[src/rtl/avlm_pkg.sv]
// ----------------------------------------------------------------------------
// avlm_pkg: shared types and constants for the vibration level meter
// Sequencer states, field widths and the fixed divisor of the level output.
// ----------------------------------------------------------------------------
package avlm_pkg;

  localparam int AXIS_W        = 16;  // raw accelerometer sample
  localparam int MAG_W         = 16;  // floor square root of the sum of squares
  localparam int SQ_W          = 32;  // sum of three squares
  localparam int ROOT_REM_W    = 19;  // root remainder after the two-bit shift
  localparam int TOTAL_W       = 21;  // deviation total
  localparam int LEVEL_W       = 15;  // output level
  localparam int LEVEL_DIVISOR = 50;

  typedef enum logic [2:0] {
    ST_IDLE,
    ST_SQUARE,
    ST_ROOT,
    ST_HIST,
    ST_PREP,
    ST_DIVIDE,
    ST_UPDATE
  } avlm_state_t;

endpackage

[src/rtl/accel_vibration_level_meter.sv]
// ----------------------------------------------------------------------------
// accel_vibration_level_meter
// Bit-serial vibration meter: sample magnitude, running average over a
// history, windowed sum of absolute deviations and a scaled level output.
// ----------------------------------------------------------------------------
//
//   channel   valid         stall         payload
//   --------  ------------  ------------  ---------------------------
//   sample    sample_valid  sample_stall  accel_x, accel_y, accel_z
//   level     level_valid   level_stall   vibration_level
//
// a request runs its phases in turn: shift-add squaring of the three axes,
// the root steps, restoring divide steps over DW bits, where
// DW = max(16 + clog2(HISTORY_DEPTH + 1), 21), and the bookkeeping states;
// no new sample is taken until the request is back in idle.
// synchronous reset clears the history, its running sum, the window and the
// level valid flag. a held result does not block new samples; only the request
// that emits a level waits, in its last step, while level_stall holds the old one.
//
module accel_vibration_level_meter
  import avlm_pkg::*;
#(
  parameter int HISTORY_DEPTH = 16,
  parameter int WINDOW_ITEMS  = 20
) (
  input  logic                      clk,
  input  logic                      rst,
  input  logic                      sample_valid,
  output logic                      sample_stall,
  input  logic signed [AXIS_W-1:0]  accel_x,
  input  logic signed [AXIS_W-1:0]  accel_y,
  input  logic signed [AXIS_W-1:0]  accel_z,
  output logic                      level_valid,
  input  logic                      level_stall,
  output logic [LEVEL_W-1:0]        vibration_level
);

  localparam int HSW    = MAG_W + $clog2(HISTORY_DEPTH);
  localparam int SUMW   = MAG_W + $clog2(HISTORY_DEPTH + 1);
  localparam int DW     = (SUMW > TOTAL_W) ? SUMW : TOTAL_W;
  localparam int CW     = $clog2(DW);
  localparam int DIVMAX = (HISTORY_DEPTH + 1 > LEVEL_DIVISOR) ? HISTORY_DEPTH + 1
                                                              : LEVEL_DIVISOR;
  localparam int DIVW   = $clog2(DIVMAX + 1);
  localparam int CNTW   = $clog2(WINDOW_ITEMS + 1);

  avlm_state_t state, state_next;

  logic [CW-1:0]         step;
  logic [1:0]            axis;
  logic [AXIS_W-1:0]     mplier, op1, op2;
  logic [SQ_W-1:0]       mcand, acc, acc_next;
  logic [SQ_W-1:0]       rad;
  logic [ROOT_REM_W-1:0] rrem, rrem_sh, rtrial;
  logic [MAG_W-1:0]      root;
  logic [MAG_W-1:0]      hist [HISTORY_DEPTH];
  logic [HSW-1:0]        hist_sum;
  logic [DW-1:0]         dq;
  logic [DIVW-1:0]       drem, divisor;
  logic [DIVW:0]         dshift;
  logic                  dge;
  logic [CNTW-1:0]       count;
  logic [TOTAL_W-1:0]    total;
  logic [TOTAL_W:0]      tsum;
  logic [MAG_W-1:0]      avg, dev;
  logic [AXIS_W-1:0]     abs_x, abs_y, abs_z;
  logic                  emit, load_level, accept;

  assign abs_x = accel_x[AXIS_W-1] ? AXIS_W'(~accel_x) + AXIS_W'(1) : AXIS_W'(accel_x);
  assign abs_y = accel_y[AXIS_W-1] ? AXIS_W'(~accel_y) + AXIS_W'(1) : AXIS_W'(accel_y);
  assign abs_z = accel_z[AXIS_W-1] ? AXIS_W'(~accel_z) + AXIS_W'(1) : AXIS_W'(accel_z);

  assign accept   = sample_valid && !sample_stall;
  assign emit     = (count == CNTW'(WINDOW_ITEMS));
  assign acc_next = mplier[0] ? acc + mcand : acc;

  // one root digit: bring down two radicand bits, try 4r+1
  assign rrem_sh = {rrem[ROOT_REM_W-3:0], rad[SQ_W-1:SQ_W-2]};
  assign rtrial  = ROOT_REM_W'({root, 2'b01});

  // restoring divide step
  assign dshift = {drem, dq[DW-1]};
  assign dge    = (dshift >= {1'b0, divisor});

  assign avg  = dq[MAG_W-1:0];
  assign dev  = (root >= avg) ? root - avg : avg - root;
  assign tsum = {1'b0, total} + (TOTAL_W+1)'(dev);

  // next state
  always_comb begin
    state_next = state;
    case (state)
      ST_IDLE:   if (accept) state_next = ST_SQUARE;
      ST_SQUARE: if (step == CW'(15) && axis == 2'd2) state_next = ST_ROOT;
      ST_ROOT:   if (step == CW'(15)) state_next = ST_HIST;
      ST_HIST:   state_next = ST_PREP;
      ST_PREP:   state_next = ST_DIVIDE;
      ST_DIVIDE: if (step == CW'(DW - 1)) state_next = ST_UPDATE;
      ST_UPDATE: if (!(emit && level_valid && level_stall)) state_next = ST_IDLE;
      default:   state_next = ST_IDLE;
    endcase
  end

  // outputs of the sequencer
  always_comb begin
    sample_stall = 1'b1;
    load_level   = 1'b0;
    case (state)
      ST_IDLE:   sample_stall = 1'b0;
      ST_UPDATE: load_level   = emit && !(level_valid && level_stall);
      default: begin
        sample_stall = 1'b1;
        load_level   = 1'b0;
      end
    endcase
  end

  always_ff @(posedge clk) begin
    if (rst) begin
      state <= ST_IDLE;
    end else begin
      state <= state_next;
    end
  end

  // window state, history and output register
  always_ff @(posedge clk) begin
    if (rst) begin
      count       <= '0;
      total       <= '0;
      hist_sum    <= '0;
      level_valid <= 1'b0;
      for (int i = 0; i < HISTORY_DEPTH; i++) hist[i] <= '0;
    end else begin
      if (state == ST_HIST) begin
        hist[0] <= root;
        for (int i = 1; i < HISTORY_DEPTH; i++) hist[i] <= hist[i-1];
        hist_sum <= hist_sum + HSW'(root) - HSW'(hist[HISTORY_DEPTH-1]);
      end
      if (state == ST_UPDATE) begin
        if (emit) begin
          if (load_level) begin
            count <= '0;
            total <= '0;
          end
        end else begin
          count <= count + CNTW'(1);
          total <= tsum[TOTAL_W] ? {TOTAL_W{1'b1}} : tsum[TOTAL_W-1:0];
        end
      end
      if (load_level) begin
        level_valid <= 1'b1;
      end else if (!level_stall) begin
        level_valid <= 1'b0;
      end
    end
  end

  always_ff @(posedge clk) begin
    if (load_level) begin
      vibration_level <= (|dq[DW-1:LEVEL_W]) ? {LEVEL_W{1'b1}} : dq[LEVEL_W-1:0];
    end
  end

  // serial datapath
  always_ff @(posedge clk) begin
    case (state)
      ST_IDLE: begin
        if (accept) begin
          mplier <= abs_x;
          mcand  <= SQ_W'(abs_x);
          op1    <= abs_y;
          op2    <= abs_z;
          acc    <= '0;
          axis   <= '0;
          step   <= '0;
        end
      end
      ST_SQUARE: begin
        acc <= acc_next;
        if (step == CW'(15)) begin
          step   <= '0;
          axis   <= axis + 2'd1;
          mplier <= op1;
          mcand  <= SQ_W'(op1);
          op1    <= op2;
          rad    <= acc_next;
          rrem   <= '0;
          root   <= '0;
        end else begin
          step   <= step + CW'(1);
          mplier <= mplier >> 1;
          mcand  <= mcand << 1;
        end
      end
      ST_ROOT: begin
        rad  <= rad << 2;
        step <= (step == CW'(15)) ? '0 : step + CW'(1);
        if (rrem_sh >= rtrial) begin
          rrem <= rrem_sh - rtrial;
          root <= {root[MAG_W-2:0], 1'b1};
        end else begin
          rrem <= rrem_sh;
          root <= {root[MAG_W-2:0], 1'b0};
        end
      end
      ST_PREP: begin
        drem <= '0;
        step <= '0;
        if (emit) begin
          dq      <= DW'(total);
          divisor <= DIVW'(LEVEL_DIVISOR);
        end else begin
          // new magnitude plus the history, which already holds it once
          dq      <= DW'(hist_sum) + DW'(root);
          divisor <= DIVW'(HISTORY_DEPTH + 1);
        end
      end
      ST_DIVIDE: begin
        drem <= dge ? DIVW'(dshift - {1'b0, divisor}) : dshift[DIVW-1:0];
        dq   <= {dq[DW-2:0], dge};
        step <= step + CW'(1);
      end
      default: begin
      end
    endcase
  end

`ifndef SYNTHESIS
  a_count_bound: assert property (@(posedge clk) disable iff (rst)
    count <= CNTW'(WINDOW_ITEMS))
    else $error("window count beyond window length");

  a_level_source: assert property (@(posedge clk) disable iff (rst)
    $rose(level_valid) |-> $past(state == ST_UPDATE && emit))
    else $error("level produced outside an emitting update");

  a_window_clear: assert property (@(posedge clk) disable iff (rst)
    $rose(level_valid) |-> (count == '0 && total == '0))
    else $error("window not cleared after emitting a level");

  a_accept_start: assert property (@(posedge clk) disable iff (rst)
    accept |=> (state == ST_SQUARE && step == '0 && axis == 2'd0))
    else $error("accepted request did not start squaring");
`endif

endmodule

[config.mk]
export PLATFORM = sky130hd
export DESIGN_NAME = accel_vibration_level_meter
export DESIGN_NICKNAME = d
export VERILOG_FILES = /design/src/rtl/avlm_pkg.sv /design/src/rtl/accel_vibration_level_meter.sv
export SDC_FILE = /design/constraint.sdc
export NUM_CORES = 1
export LEC_CHECK = 0
export ABC_AREA = 0
export BUFFER_PORTS_ARGS = -buffer_cell sky130_fd_sc_hd__buf_2
export CORE_MARGIN = 3
export CORE_UTILIZATION = 47
export CTS_CLUSTER_SIZE = 30
export DETAILED_ROUTE_END_ITERATION = 12
export HOLD_SLACK_MARGIN = 0.15
export PLACE_DENSITY = 0.72
export SYNTH_ARGS = -nofsm -noshare
export SYNTH_HDL_FRONTEND = slang
export SYNTH_SLANG_ARGS = --single-unit
[constraint.sdc]
create_clock -name clk -period 21.5 [get_ports clk]
set_clock_uncertainty 0.15 [all_clocks]
set_input_delay 3.225 -clock clk [delete_from_list [all_inputs] [get_ports clk]]
set_output_delay 3.225 -clock clk [all_outputs]
set_load 0.02 [all_outputs]
==> results of run 1 <==
## final cells by class
type,count,share of cell area [%]
Timing Repair Buffer,84,1.490
Sequential cell,534,49.33
Clock inverter,33,1.065
Clock buffer,70,4.815
Tap cell,773,3.071
Multi-Input combinational cell,1801,38.55
Inverter,139,1.681
## metrics by stage
stage	power (W)	area (um2)
2_1_floorplan	0.002524	28570
3_3_place_gp	0.002787	29620
3_5_place_dp	0.002826	29630
4_1_cts	0.003813	31480
5_1_grt	0.004027	31490
6_report	0.003794	31490
## power by group through the flow
stage,registers [W],logic [W],clock network [W]
6_report,0.00152,0.00130,0.000975
5_1_grt,0.00153,0.00146,0.00104
4_1_cts,0.00152,0.00130,0.000996
3_5_place_dp,0.00153,0.00129,0
3_3_place_gp,0.00153,0.00126,0
2_1_floorplan,0.00151,0.00101,0
## critical path, delay by kind of cell (launching register included)
kind | cells | cell delay, ns
compound gates | 10 | 1.86
flops | 1 | 0.44
simple gates | 6 | 1.87
mux | 1 | 0.47
xor+xnor | 1 | 0.16
buf+inv | 2 | 0.22
fa+ha+maj | 3 | 0.95
## logic make-up after synthesis
logic type      synth area share, %
xor+xnor                      4.108
compound gates                12.31
flops                         54.38
simple gates                  16.00
mux                           1.875
fa+ha+maj                     8.024
buf+inv                       3.303
## state kept, by name (all words and copies together), names as in the netlist, 15 cells and up
register,cells
rrem,17
rad,32
hist_sum,20
hist,256
mplier,16
acc,32
mcand,32
op1,16
op2,16
root,16
vibration_level,15
dq,21
total,21
## per-layer routing
layer / track usage (%) / vias up / part of all wire (%)
met1: 26.14 / 9414 / 45
met2: 31.79 / 588 / 46
met3: 2.974 / 122 / 5.2
met5: 0 / - / 0
met4: 7.317 / 0 / 3.4
li1: - / 9353 / -
## worst paths after layout
path / from / end / slack, ns / cells past startpoint
max: root[0] / total[5] / 15.27 / 23
min: total[10] / total[10] / 0.32 / 2
max reg2reg: root[0] / total[5] / 15.27 / 23
min reg2reg: total[10] / total[10] / 0.32 / 2
## cell usage after synthesis (60+ instances only)
cell type | count | area share (%)
nand2_1 | 158 | 2.1
o21ai_0 | 119 | 2.1
clkbuf_1 | 96 | 1.3
edfxtp_1 | 484 | 51
nor2_1 | 221 | 2.9
xnor2_1 | 67 | 2.1
xor2_1 | 67 | 2.1
and2_1 | 171 | 3.7
a21o_1 | 60 | 1.6
a21oi_1 | 156 | 2.7
ha_1 | 148 | 6.5
nor2b_1 | 122 | 2.7
inv_1 | 136 | 1.8
==> results_dict.tcl, run 1 <==
set metrics [dict create \
    outcome "complete, no violations" \
    dp_hpwl_mm 42.10 \
    htreeDepth 2 \
    area_growth_pct 10.25 \
    seqCellArea_um2 15530 \
    end_kind "register" \
    synthCells 2584 \
    path_cells "inv_1, ha_1, inv_1, fa_1, a211oi_1, o21a_1, nor4_1, nor2_1, a21oi_1, o21ai_0, nand2b_1, mux2_2, xor2_1, ha_1, nand2_1, nor2_1, a221o_1, a21oi_1, o21ai_0, a21o_1, nor2b_1, o21ai_0, a21oi_1" \
    ys_seq_area_share_pct 54.38 \
    dr_total_vias 19480 \
    grt_pass1_wl_mm 100.3 \
    hp-class "reg2reg" \
    crit_fanout 17 \
    timing.fmax_mhz 160.5 \
    drv_slew 0 \
    synthFlopType "edfxtp_1" \
    fillerInstances 5047 \
    die_w_um 252.5 \
    critPathArrivalTime_ns 6.64 \
    tns_ns 0 \
    drt_iter0_markers 1518 \
    multiInputGateArea_um2 12140 \
    clockRootBuffer "clkbuf_16" \
    clock_latency_ns 0.64 \
    avgSynthCellArea_um2 11.06 \
    cp.required_ns 21.91 \
    dp_slack_ns 15.36 \
    power.leakage_nw 12.39 \
    worst_hold_slack_ns 0.3240 \
    wl_per_cell_um 18.13 \
    cts.sinks 534 \
    final_cell_mix "edfxtp_1, nor2_1, and2_1" \
    wl_mm 62.25 \
    drive_gt1_share_pct 7.554 \
    finalSetupViolCount 0 \
    cts_buffer_depth 3 \
    antenna_found_initial 1 \
    diodes 0 \
    pwr-share-comb_pct 34.3 \
    criticalPathCategory "reg2reg" \
    cap_viol_max_count 0 \
    firstDrtPassIters 5 \
    instances_no_fill 3434 \
    p_per_area_nw_per_um2 120.5 \
    tightest_slew_ns 1.185 \
    yosys_warnings 0 \
    synth_nets 2806 \
    cts_tree "done" \
    p_seq_share_pct 39.9 \
    drt-vias-per-instance 5.672 \
    critPathMaxStageDelay_ns 0.86 \
    p_int_w 0.002488 \
    synth_cell_types 75 \
    final-hold-violation-count 0 \
    synth_edf_count 484 \
    synth_area_um2 28570 \
    critPathSlowestCell "nor2b_1" \
    drc 0 \
    grt_overflow_total 0 \
    fin_nets 2838 \
    cp-start-kind "register" \
    cts_made_buffers 56 \
    post-route-util_pct 52.86 \
    dp.cells 3330 \
    fin_crit_ns 6.229 \
    ir_drop_mv 0.07073 \
    holdBufCountCts 0 \
    synth_seq_cells 534 \
    gr-usage-all-layers_pct 19.38 \
    fp.dieArea_um2 63770 \
    fp.dieH_um 252.5 \
    grt_pass1_vias 19180 \
    max_slew_margin_pct 20.43 \
    p_clk_share_pct 25.7 \
    layout_setup_ws_ns 15.27 \
    layout.cells.most_common "edfxtp_1" \
    async_flop_share_pct 0 \
    switching_share_pct 34.43 \
    ant_nets 0 \
    initial_core_util_pct 47.95 \
    io_buffers 68 \
    core-area_um2 59580 \
    rsz0062_at_grt "no" \
    cts_resized 0 \
    fin_crit_sh_pct 28.97 \
    switchingPower_w 0.001307 \
    grt_max_degree 141 \
    cts_setup_buffers 0 \
    row_count 89 \
    cts.clk_slew.worst_paths_ns 0.07 \
    place.gp.congestion 0.9317 \
    ios 69 \
]
Note: power is estimated with default switching activity, not from simulation.
==> run 2: changes to the inputs <==
- ABC_AREA: 0 -> 1
- PLACE_DENSITY: 0.72 -> 0.74
- clock period: 21.5 -> 5.25 ns (I/O delays scaled with it)
==> run 2 against run 1 <==
- highest routed layer is now met5
- via count is 25% higher
- die area rose by 9.2%
- largest cell class unchanged
- final cell count is 39% higher
- core utilization decreased by 0.29 points
- non-clock buffer count grew 6
- sequential power grew to 4.2 times the previous value
- clock power grew to 4.0 times the previous value
- maximum frequency increased by 36%
- global-route usage up 1.6 points
- clock-buffer cell count fell by 7
- worst setup slack worse by 15 ns
==> results_dict.tcl, run 2 <==
set metrics [dict create \
    outcome "complete, no violations" \
    clock_latency_ns 0.62 \
    synth_area_um2 31260 \
    cts_made_buffers 56 \
    dr_total_vias 24360 \
    hp-class "in2reg" \
    cts.clk_slew.worst_paths_ns 0.06 \
    crit_fanout 18 \
    firstDrtPassIters 6 \
    final-hold-violation-count 0 \
    cts_buffer_depth 3 \
    holdBufCountCts 0 \
    synth_top_cell_by_area "edfxtp_1" \
    max_slew_margin_pct 22.10 \
    fp.dieArea_um2 69640 \
    wl_mm 74.66 \
    post-route-util_pct 52.57 \
    ir_drop_mv 0.2821 \
    largest_register_ffs 256 \
    area_growth_pct 9.599 \
    die_w_um 263.9 \
    antenna_found_initial 1 \
    finalSetupViolCount 0 \
    cp-start-kind "register" \
    instances_no_fill 4774 \
    grt_max_degree 135 \
    timing.fmax_mhz 217.9 \
    async_flop_share_pct 0 \
    place.gp.congestion 0.9679 \
    cts.sinks 534 \
    grt_overflow_total 0 \
    synth_cell_types 52 \
    gr-usage-all-layers_pct 20.99 \
    fp.dieH_um 263.9 \
    fillerInstances 6040 \
    end_kind "register" \
    ant_nets 0 \
    synth_area_leaders "edfxtp_1, nand2_1, inv_1, nor2_1, ha_1" \
    rsz0062_at_grt "no" \
    wl_per_cell_um 15.64 \
    critPathArrivalTime_ns 4.92 \
    fin_nets 4094 \
    fin_crit_ns 4.590 \
    p_per_area_nw_per_um2 527.2 \
    final_cell_mix "nand2_1, inv_1, nor2_1" \
    htreeDepth 2 \
    yosys_warnings 0 \
    rrSetupSlack_ns 0.66 \
    criticalPathCategory "reg2reg" \
    grt_pass1_vias 23060 \
    dp_hpwl_mm 54.06 \
    drc 0 \
    regMostFlops "hist" \
    tightest_slew_ns 1.167 \
    synth_edf_count 484 \
    power.leakage_nw 15.86 \
    row_count 93 \
    worst_hold_slack_ns 0.2122 \
    io_buffers 68 \
    clockRootBuffer "clkbuf_16" \
    yosys.area.top_type_share_pct 46.50 \
    drv_slew 0 \
    initial_core_util_pct 47.97 \
    grt_pass1_wl_mm 119.5 \
    fin_crit_sh_pct 87.43 \
    synthCells 3821 \
    cts_tree "done" \
    cts_setup_buffers 0 \
    yosysMostFrequentCell "nand2_1" \
    core-area_um2 65160 \
    layout.cells.most_common "nand2_1" \
    dp.cells 4669 \
    diodes 0 \
    finalPower_w 0.01806 \
    drt_iter0_markers 2124 \
    tns_ns 0 \
    ys_seq_area_share_pct 49.70 \
    drive_gt1_share_pct 6.098 \
    synthFlopType "edfxtp_1" \
    cap_viol_max_count 0 \
    synth_seq_cells 534 \
    synth_nets 4043 \
    cp.required_ns 5.58 \
    cts_resized 0 \
    avgSynthCellArea_um2 8.181 \
    synth_common_cells "nand2_1, inv_1, nor2_1" \
    drt-vias-per-instance 5.103 \
    ios 69 \
]
## run 2: cell count changes after synthesis, moves of 55 or more
cell	change
inv_1	+571
and2_1	-168
nand2_1	+794
nor2b_1	-122
clkbuf_1	-55
nand3_1	+135
nor2_1	+348
## run 2: path summary, 6_finish.rpt
kind,cells past startpoint,endpoint,startpoint
setup / recovery,25,total[2],root[0]
hold / removal,1,op2[0],accel_z[0]
setup reg to reg,25,total[2],root[0]
hold reg to reg,2,total[20],total[20]
## run 2: cell type report
| class | instances | area [um2] | share of cell area, % |
|---|---|---|---|
| timing repair buffer | 90 | 545.5 | 1.592 |
| sequential | 534 | 15530 | 45.35 |
| multi-input combinational | 2473 | 12580 | 36.73 |
| clock inverter | 42 | 369.1 | 1.077 |
| tap | 855 | 1070 | 3.123 |
| inverter | 717 | 2706 | 7.900 |
| clock buffer | 63 | 1449 | 4.229 |
## run 2: stage by stage
step / instance area, um2 / setup WS, ns
2_1_floorplan: 31260 / 0.001336
3_3_place_gp: 32440 / 0.7741
3_5_place_dp: 32440 / 0.7417
4_1_cts: 34260 / 0.7171
5_1_grt: 34260 / 0.2123
6_report: 34260 / 0.6601
## run 2: worst max-delay path, cell delays in order, from the launching register on
cell and delay (ns):
edfxtp_1 0.44, inv_1 0.18, ha_1 0.19, inv_1 0.07, fa_1 0.40, inv_1 0.12, o21ai_2 0.08, nand2_1 0.07
o211ai_2 0.12, nand2_1 0.13, nand3_4 0.21, inv_4 0.22, nand2_1 0.08, nand2_1 0.05, inv_1 0.04, ha_1 0.36
nand2_1 0.16, inv_1 0.07, a21oi_1 0.20, nand2_1 0.10, nand2_1 0.09, nand2_1 0.08, nor2_4 0.49, o21ai_0 0.18
nand2_1 0.09, a21oi_1 0.06
## run 2: routing by layer
layer  vias up  share of wire, %  track usage (%)
li1      12230                 -                -
met1     11310                46            29.58
met2       687                45            33.48
met3       138               6.2            3.372
met4         2               3.0            6.343
met5         -            0.0094                0
## run 2: cell families after synthesis
| family | count (synthesis) | share of synthesized area (%) |
|---|---|---|
| fa+ha+maj | 170 | 7.333 |
| buf+inv | 814 | 10.13 |
| compound gates | 407 | 7.113 |
| simple gates | 1814 | 23.42 |
| mux | 1 | 0.03202 |
| xor+xnor | 81 | 2.270 |
| flops | 534 | 49.70 |
## run 2: report_power, final
group / internal, W / switching [W]
Sequential: 0.00594 / 0.000441
Clock: 0.00223 / 0.00171
Combinational: 0.00248 / 0.00526
